$ cat config.mk
export PLATFORM = sky130hd
export DESIGN_NAME = multi_led_blink_pattern_engine
export DESIGN_NICKNAME = d
export VERILOG_FILES = /design/src/sv/mlbpe_pkg.sv /design/src/sv/mlbpe_update.sv /design/src/sv/multi_led_blink_pattern_engine.sv
export VERILOG_INCLUDE_DIRS = /design/src /design/src/sv
export SDC_FILE = /design/constraint.sdc
export NUM_CORES = 1
export LEC_CHECK = 0
export BUFFER_PORTS_ARGS = -buffer_cell sky130_fd_sc_hd__buf_2
export CAP_MARGIN = 20
export CORE_ASPECT_RATIO = 0.9
export CORE_UTILIZATION = 47
export CTS_CLUSTER_DIAMETER = 120
export DETAILED_ROUTE_END_ITERATION = 10
export PLACE_DENSITY = 0.6
export SETUP_SLACK_MARGIN = 0.3
export SYNTH_ARGS = -nofsm -noshare
export SYNTH_HDL_FRONTEND = slang
export SYNTH_SLANG_ARGS = --single-unit
$ cat constraint.sdc
create_clock -name clk -period 6.17 [get_ports clk]
set_clock_uncertainty 0.05 [all_clocks]
set_input_delay 0.9255 -clock clk [delete_from_list [all_inputs] [get_ports clk]]
set_output_delay 0.9255 -clock clk [all_outputs]
set_load 0.05 [all_outputs]
$ cat src/sv/multi_led_blink_pattern_engine_assert.svh
// ----------------------------------------------------------------------------
// Assertion macros for the LED blink pattern engine
// Implication checks, clocked on clk and held off while rst_n is low.
// ----------------------------------------------------------------------------
`ifndef MULTI_LED_BLINK_PATTERN_ENGINE_ASSERT_SVH
`define MULTI_LED_BLINK_PATTERN_ENGINE_ASSERT_SVH

// Same-cycle implication
`define MLBPE_ASSERT_IMP(lbl, ant, cons) \
    lbl: assert property (@(posedge clk) disable iff (!rst_n) (ant) |-> (cons)) \
        else $error("blink engine: same-cycle check failed");

// Next-cycle implication
`define MLBPE_ASSERT_NXT(lbl, ant, cons) \
    lbl: assert property (@(posedge clk) disable iff (!rst_n) (ant) |=> (cons)) \
        else $error("blink engine: next-cycle check failed");

`endif

$ cat src/sv/mlbpe_pkg.sv
// ----------------------------------------------------------------------------
// mlbpe_pkg
// Shared types, constants and pattern tables of the LED blink pattern engine.
// ----------------------------------------------------------------------------
`timescale 1ns / 1ps

package mlbpe_pkg;

    localparam int NUM_LEDS = 8;
    localparam int LED_AW   = (NUM_LEDS > 1) ? $clog2(NUM_LEDS) : 1;
    localparam int OUT_BITS = 8;

    localparam logic [2:0] MODE_OFF = 3'd0;
    localparam logic [2:0] MODE_ON  = 3'd1;

    typedef enum logic [1:0] {
        OP_TICK    = 2'd0,
        OP_SET     = 2'd1,
        OP_ALL_ON  = 2'd2,
        OP_ALL_OFF = 2'd3
    } opcode_t;

    typedef enum logic [1:0] {
        ST_IDLE,
        ST_SWEEP,
        ST_DONE
    } state_t;

    typedef struct packed {
        opcode_t    opcode;
        logic [2:0] mode;
    } cmd_t;

    // One LED entry; durations follow from the blink mode.
    typedef struct packed {
        logic [2:0] mode;
        logic       lit;
        logic [5:0] count;
    } entry_t;

    function automatic logic [4:0] on_dur(input logic [2:0] m);
        logic [4:0] d;
        case (m)
            3'd2:    d = 5'd1;
            3'd3:    d = 5'd2;
            3'd4:    d = 5'd5;
            3'd5:    d = 5'd10;
            3'd6:    d = 5'd30;
            3'd7:    d = 5'd1;
            default: d = 5'd0;
        endcase
        return d;
    endfunction

    function automatic logic [4:0] off_dur(input logic [2:0] m);
        logic [4:0] d;
        case (m)
            3'd2:    d = 5'd5;
            3'd3:    d = 5'd2;
            3'd4:    d = 5'd5;
            3'd5:    d = 5'd10;
            3'd6:    d = 5'd30;
            3'd7:    d = 5'd30;
            default: d = 5'd0;
        endcase
        return d;
    endfunction

endpackage

$ cat src/sv/mlbpe_update.sv
// ----------------------------------------------------------------------------
// mlbpe_update
// Read-modify-write step for one LED entry: tick, set mode, all on, all off.
// ----------------------------------------------------------------------------
`timescale 1ns / 1ps

module mlbpe_update (
    input  mlbpe_pkg::cmd_t   cmd,
    input  mlbpe_pkg::entry_t old_entry,
    output mlbpe_pkg::entry_t new_entry
);

    logic [4:0] on_d;
    logic [4:0] off_d;
    logic       lit_a;
    logic [5:0] cnt_a;
    logic       lit_b;
    logic [5:0] cnt_b;

    assign on_d  = mlbpe_pkg::on_dur(old_entry.mode);
    assign off_d = mlbpe_pkg::off_dur(old_entry.mode);

    always_comb
    begin
        lit_a = old_entry.lit;
        cnt_a = old_entry.count;
        if (lit_a && (cnt_a >= {1'b0, on_d}))
        begin
            lit_a = 1'b0;
            cnt_a = '0;
        end
        lit_b = lit_a;
        cnt_b = cnt_a;
        if (!lit_b && (cnt_b >= {1'b0, off_d}))
        begin
            lit_b = 1'b1;
            cnt_b = '0;
        end
    end

    always_comb
    begin
        new_entry = old_entry;
        case (cmd.opcode)
            mlbpe_pkg::OP_TICK:
            begin
                if (old_entry.mode == mlbpe_pkg::MODE_OFF)
                begin
                    new_entry.lit = 1'b0;
                end
                else if (old_entry.mode == mlbpe_pkg::MODE_ON)
                begin
                    new_entry.lit = 1'b1;
                end
                else
                begin
                    new_entry.lit   = lit_b;
                    new_entry.count = cnt_b + 6'd1;
                end
            end
            mlbpe_pkg::OP_SET:
            begin
                if (old_entry.mode != cmd.mode)
                begin
                    new_entry.mode = cmd.mode;
                    if (cmd.mode > mlbpe_pkg::MODE_ON)
                    begin
                        new_entry.count = '0;
                    end
                end
            end
            mlbpe_pkg::OP_ALL_ON:  new_entry.mode = mlbpe_pkg::MODE_ON;
            mlbpe_pkg::OP_ALL_OFF: new_entry.mode = mlbpe_pkg::MODE_OFF;
            default:               new_entry = old_entry;
        endcase
    end

endmodule

$ cat src/sv/multi_led_blink_pattern_engine.sv
// Sequencing: a set-mode item sweeps its single entry and then delivers the
// levels; an out-of-range set-mode item goes straight to delivery; tick /
// all-on / all-off sweep all NUM_LEDS entries. A new item is taken only once
// the last one is delivered; the LED entry memory is visited one entry per cycle.
// Reset: asynchronous, active low; all LEDs read mode off, dark, count zero
// through per-entry valid bits, so items are taken in the first cycle after.
// ----------------------------------------------------------------------------
// multi_led_blink_pattern_engine
// Per-LED mode and blink state held in a memory; each item sweeps the entries
// it touches with a pipelined read-modify-write and returns the LED levels.
// ----------------------------------------------------------------------------
`timescale 1ns / 1ps

`include "multi_led_blink_pattern_engine_assert.svh"

module multi_led_blink_pattern_engine (
    input  logic       clk,
    input  logic       rst_n,
    input  logic       s_axis_tvalid,
    output logic       s_axis_tready,
    input  logic [7:0] s_axis_tdata,   // opcode[1:0], led_index[4:2], mode[7:5]
    output logic       m_axis_tvalid,
    input  logic       m_axis_tready,
    output logic [7:0] m_axis_tdata    // led_levels[7:0]
);

    localparam int AW = mlbpe_pkg::LED_AW;
    localparam int N  = mlbpe_pkg::NUM_LEDS;
    localparam logic [AW-1:0] LAST_ADDR = AW'(N - 1);

    mlbpe_pkg::state_t state_reg;
    mlbpe_pkg::state_t state_next;
    mlbpe_pkg::cmd_t   cmd_reg;
    mlbpe_pkg::cmd_t   cmd_next;
    logic [AW-1:0]     addr_reg;
    logic [AW-1:0]     addr_next;
    logic [N-1:0]      valid_reg;
    logic [N-1:0]      valid_next;
    logic [7:0]        levels_reg;
    logic [7:0]        levels_next;
    logic              out_valid_reg;
    logic              out_valid_next;
    logic [7:0]        out_data_reg;
    logic [7:0]        out_data_next;

    mlbpe_pkg::entry_t mem [N];
    mlbpe_pkg::entry_t rd_data_reg;
    logic              rd_valid_reg;
    mlbpe_pkg::entry_t old_entry;
    mlbpe_pkg::entry_t new_entry;

    logic              accept;
    logic              mem_we;
    logic              last_entry;
    logic              idx_ok;
    logic              out_free;
    mlbpe_pkg::opcode_t in_op;

    assign in_op    = mlbpe_pkg::opcode_t'(s_axis_tdata[1:0]);
    assign idx_ok   = int'(s_axis_tdata[4:2]) < N;
    assign accept   = s_axis_tvalid && s_axis_tready;
    assign out_free = !out_valid_reg || m_axis_tready;
    assign last_entry = (cmd_reg.opcode == mlbpe_pkg::OP_SET) || (addr_reg == LAST_ADDR);
    assign old_entry  = rd_valid_reg ? rd_data_reg : '0;

    mlbpe_update u_update (
        .cmd       (cmd_reg),
        .old_entry (old_entry),
        .new_entry (new_entry)
    );

    // next state
    always_comb
    begin
        state_next = state_reg;
        case (state_reg)
            mlbpe_pkg::ST_IDLE:
            begin
                if (s_axis_tvalid)
                begin
                    if (in_op == mlbpe_pkg::OP_SET && !idx_ok)
                        state_next = mlbpe_pkg::ST_DONE;
                    else
                        state_next = mlbpe_pkg::ST_SWEEP;
                end
            end
            mlbpe_pkg::ST_SWEEP:
            begin
                if (last_entry)
                    state_next = mlbpe_pkg::ST_DONE;
            end
            mlbpe_pkg::ST_DONE:
            begin
                if (out_free)
                    state_next = mlbpe_pkg::ST_IDLE;
            end
            default: state_next = mlbpe_pkg::ST_IDLE;
        endcase
    end

    // state outputs
    always_comb
    begin
        s_axis_tready = 1'b0;
        mem_we        = 1'b0;
        case (state_reg)
            mlbpe_pkg::ST_IDLE:  s_axis_tready = 1'b1;
            mlbpe_pkg::ST_SWEEP: mem_we        = 1'b1;
            mlbpe_pkg::ST_DONE:  s_axis_tready = 1'b0;
            default:             s_axis_tready = 1'b0;
        endcase
    end

    // datapath
    always_comb
    begin
        cmd_next       = cmd_reg;
        addr_next      = addr_reg;
        valid_next     = valid_reg;
        levels_next    = levels_reg;
        out_valid_next = out_valid_reg;
        out_data_next  = out_data_reg;

        if (accept)
        begin
            cmd_next.opcode = in_op;
            cmd_next.mode   = s_axis_tdata[7:5];
            addr_next       = (in_op == mlbpe_pkg::OP_SET) ? AW'(s_axis_tdata[4:2]) : '0;
        end

        if (mem_we)
        begin
            valid_next[addr_reg] = 1'b1;
            if (int'(addr_reg) < mlbpe_pkg::OUT_BITS)
                levels_next[3'(addr_reg)] = new_entry.lit;
            if (!last_entry)
                addr_next = addr_reg + AW'(1);
        end

        if (out_valid_reg && m_axis_tready)
            out_valid_next = 1'b0;

        if (state_reg == mlbpe_pkg::ST_DONE && out_free)
        begin
            out_valid_next = 1'b1;
            out_data_next  = levels_reg;
        end
    end

    always_ff @(posedge clk or negedge rst_n)
    begin
        if (!rst_n)
        begin
            state_reg     <= mlbpe_pkg::ST_IDLE;
            addr_reg      <= '0;
            valid_reg     <= '0;
            levels_reg    <= '0;
            out_valid_reg <= 1'b0;
            rd_valid_reg  <= 1'b0;
        end
        else
        begin
            state_reg     <= state_next;
            addr_reg      <= addr_next;
            valid_reg     <= valid_next;
            levels_reg    <= levels_next;
            out_valid_reg <= out_valid_next;
            rd_valid_reg  <= valid_reg[addr_next];
        end
    end

    always_ff @(posedge clk)
    begin
        cmd_reg      <= cmd_next;
        out_data_reg <= out_data_next;
    end

    // entry memory: write the current entry, read the next one
    always_ff @(posedge clk)
    begin
        if (mem_we)
            mem[addr_reg] <= new_entry;
        rd_data_reg <= mem[addr_next];
    end

    assign m_axis_tvalid = out_valid_reg;
    assign m_axis_tdata  = out_data_reg;

    `MLBPE_ASSERT_IMP(a_write_in_range, mem_we, addr_reg <= LAST_ADDR)
    `MLBPE_ASSERT_NXT(a_set_single_entry,
        state_reg == mlbpe_pkg::ST_SWEEP && cmd_reg.opcode == mlbpe_pkg::OP_SET,
        state_reg == mlbpe_pkg::ST_DONE)
    `MLBPE_ASSERT_NXT(a_accept_starts_work, accept,
        state_reg == mlbpe_pkg::ST_SWEEP || state_reg == mlbpe_pkg::ST_DONE)
    `MLBPE_ASSERT_NXT(a_done_delivers, state_reg == mlbpe_pkg::ST_DONE && out_free,
        m_axis_tvalid && state_reg == mlbpe_pkg::ST_IDLE)

endmodule
==> flow_summary.ini <==
[run_status]
status = finished, final reports clean

[cells_and_area]
fin_nets = 599
drive_gt1_share_pct = 16.87
largest_reg_flops = 80
diodes = 0
syn2layout_area_growth_pct = 12.50

[clocking]
cts_hold_buf = 0
htreeDepth = 4
cts_resized = 0
clock_sinks = 126
post_cts_buffers = 0
clk_latency_ps = 420
clockBufferDepth = 2
cts_inserted_buffers = 17
cts_root_buffer = clkbuf_16
path_clk_slew_ps = 60
cts_tree = built

[setup_path]
r2r-start = rd_data_reg[8]$_DFF_P_
required_ps = 6270
startpoint_type = register
worstReg2RegEnd = mem[5][4]$_DFFE_PP_
ff2ff_setup_slack_ps = 1210
path_class = reg2reg
crit_fanout = 14
endpoint_kind = register
cp.arrival_ps = 5050
reg2reg_depth = 19

[min_path]
hold_path_end = m_axis_tdata[6]$_DFFE_PP_
hold_class = reg2reg
holdPathStages = 0
hold_start = levels_reg[6]$_DFFE_PN0P_

[sta]
hold_viol_final = 0
slew_headroom_pct = 31.61
fmax_ghz = 0.2017
final_max_slew_viol_count = 0
setup_tns_ps = 0
period_needed_ps = 4959
hold-worst-slack_ps = 397.1
setup_viol = 0
rsz0062_at_grt = no
period_share_pct = 80.37
max_slew.worst_pin.slew_ps = 1015

[synth]
synthArstFlopShare_pct = 18.25
synth_top_cell_by_area = edfxtp_1
ys_warn_count = 0
synth_seq_cells = 126
synth_nets = 595
syn-cell-area_um2 = 6664
synth_most_common_cell = edfxtp_1
synth-main-ff-cell = edfxtp_1
synth_edf_count = 93
synth_cells = 570
ys_top_cells_by_area = edfxtp_1 (42%), a221oi_1 (12%), dfrtp_1 (8.6%)
synth_top_area_share_pct = 41.91
ys_seq_area_share_pct = 53.55
avgSynthCellArea_um2 = 11.69
synth.distinct_cells = 52
synthTopCellsByCount = edfxtp_1 (93), a221oi_1 (88), o22ai_1 (69), mux2i_1 (47), nor2_1 (30)

[pwr]
power_per_cell_area_nw_per_um2 = 586.7
leakage_uw = 0.002863
peakVddDrop_v = 0.0003147

[route]
drt-vias-per-instance = 6.724
first_iter_violations = 501
wl_um = 17780
firstDrtPassIters = 5
via_count = 5218
detail-route-antenna-nets = 0
drc = 0
wire_per_inst_um = 22.91

[placement]
hpwl_um = 9977
place.gp.congestion = 0.8553
io_buffers = 21

[global_routing]
grt_pass1_vias = 5054
grt_max_degree = 91
grt_antenna_before_repair = 0
grt_first_pass_wirelength_um = 27900
grtUsageTotal_pct = 25.94
gr-total-overflow = 0

[floorplan]
die_w_um = 127.5
core_um2 = 13610
die_h_um = 115.0
io_pins = 22
design.die.area_um2 = 14660
initial_utilization_pct = 48.95
rows = 40

[job]
cap_violations = 0
## critical path: stages, from the launching register on
cell      delay, ps
dfxtp_1         600
xor2_1          260
nor2_1           60
o21a_1          190
ha_1            260
nand2b_1         90
a21oi_1         100
o21a_1          180
nor3_1          440
nor2_1           90
ha_1            330
a21o_1          180
a21oi_1         120
o21ai_0         170
o41ai_1         490
ha_1            300
nand3_1         100
xnor2_1         150
nand2_1          70
o22ai_1         450
## power by group
part | switching [µW] | total [µW] | leakage [µW] | internal, µW
sequential | 160 | 1390 | 0.00121 | 1230
combinational | 1360 | 2060 | 0.00136 | 696
clock | 389 | 956 | 0.000288 | 567
total | 1910 | 4400 | 0.00286 | 2490
## final cells by class
class	instances	area (µm²)
fill	1177	6116
clock inverter	13	96.34
timing repair buffer	32	195.2
multi-input combinational	385	2879
sequential	126	3568
inverter	12	46.29
tap	189	236.5
clock buffer	19	475.5
## layer usage
metal | up-vias | global-route usage [%] | wire, µm
met1 | 2662 | 33.42 | 7841
met5 | - | 0 | 0
met4 | 0 | 9.444 | 296
li1 | 2348 | - | -
met2 | 177 | 43.32 | 8679
met3 | 31 | 5.631 | 962
## cells in the final DEF, fill, tap and decap left out, types with 3 or more instances in the layout
cell       instances
o21a_1             4
dfrtp_1           23
nor3_2             3
inv_6              4
mux2_2             8
o211ai_1           5
nand2_1           28
a221oi_1          88
ha_1              13
mux2i_1           47
a21oi_1            6
xnor2_1            3
nand2b_1          10
o22ai_1           69
edfxtp_1          93
buf_2             21
nor2_2             4
buf_4             10
o21ai_0           10
clkinv_2           4
inv_4              3
and3_1             3
nand3_1            7
nor3_1             7
inv_1             10
or2_2             10
nor2_1            27
clkbuf_16         19
dfxtp_1           10
## worst max path at each step
stage                                       from  slack, ps                  end
after floorplan           rd_data_reg[8]$_DFF_P_       1830  mem[0][4]$_DFFE_PP_
after global placement    rd_data_reg[8]$_DFF_P_       1450  mem[6][4]$_DFFE_PP_
after detailed placement  rd_data_reg[8]$_DFF_P_       1300  mem[6][4]$_DFFE_PP_
after CTS                 rd_data_reg[8]$_DFF_P_       1260  mem[4][4]$_DFFE_PP_
after global routing      rd_data_reg[8]$_DFF_P_        810  mem[5][4]$_DFFE_PP_
final                     rd_data_reg[8]$_DFF_P_       1210  mem[5][4]$_DFFE_PP_
## through the flow
| stage | cell area [µm²] | setup WS [ps] | power [µW] | util [%] | instances |
|---|---|---|---|---|---|
| 2_1_floorplan | 6664 | 1827 | 2877 | - | 570 |
| 3_3_place_gp | 6910 | 1454 | 3351 | 50.76 | 743 |
| 3_5_place_dp | 6910 | 1297 | 3416 | 50.76 | 743 |
| 4_1_cts | 7482 | 1264 | 4374 | 54.96 | 775 |
| 5_1_grt | 7497 | 810.5 | 4677 | 55.07 | 776 |
| 6_report | 7497 | 1211 | 4399 | 55.07 | 776 |
## logic make-up (layout without fill, tap and decap cells)
family / count (synthesis) / after routing / synth area share [%]
compound gates: 194 / 194 / 22.01
flops: 126 / 126 / 53.55
simple gates: 117 / 117 / 8.843
buf+inv: 59 / 76 / 3.943
mux: 55 / 55 / 8.412
fa+ha+maj: 14 / 14 / 2.591
xor+xnor: 5 / 5 / 0.6573
Note: power is estimated with default switching activity, not from simulation.
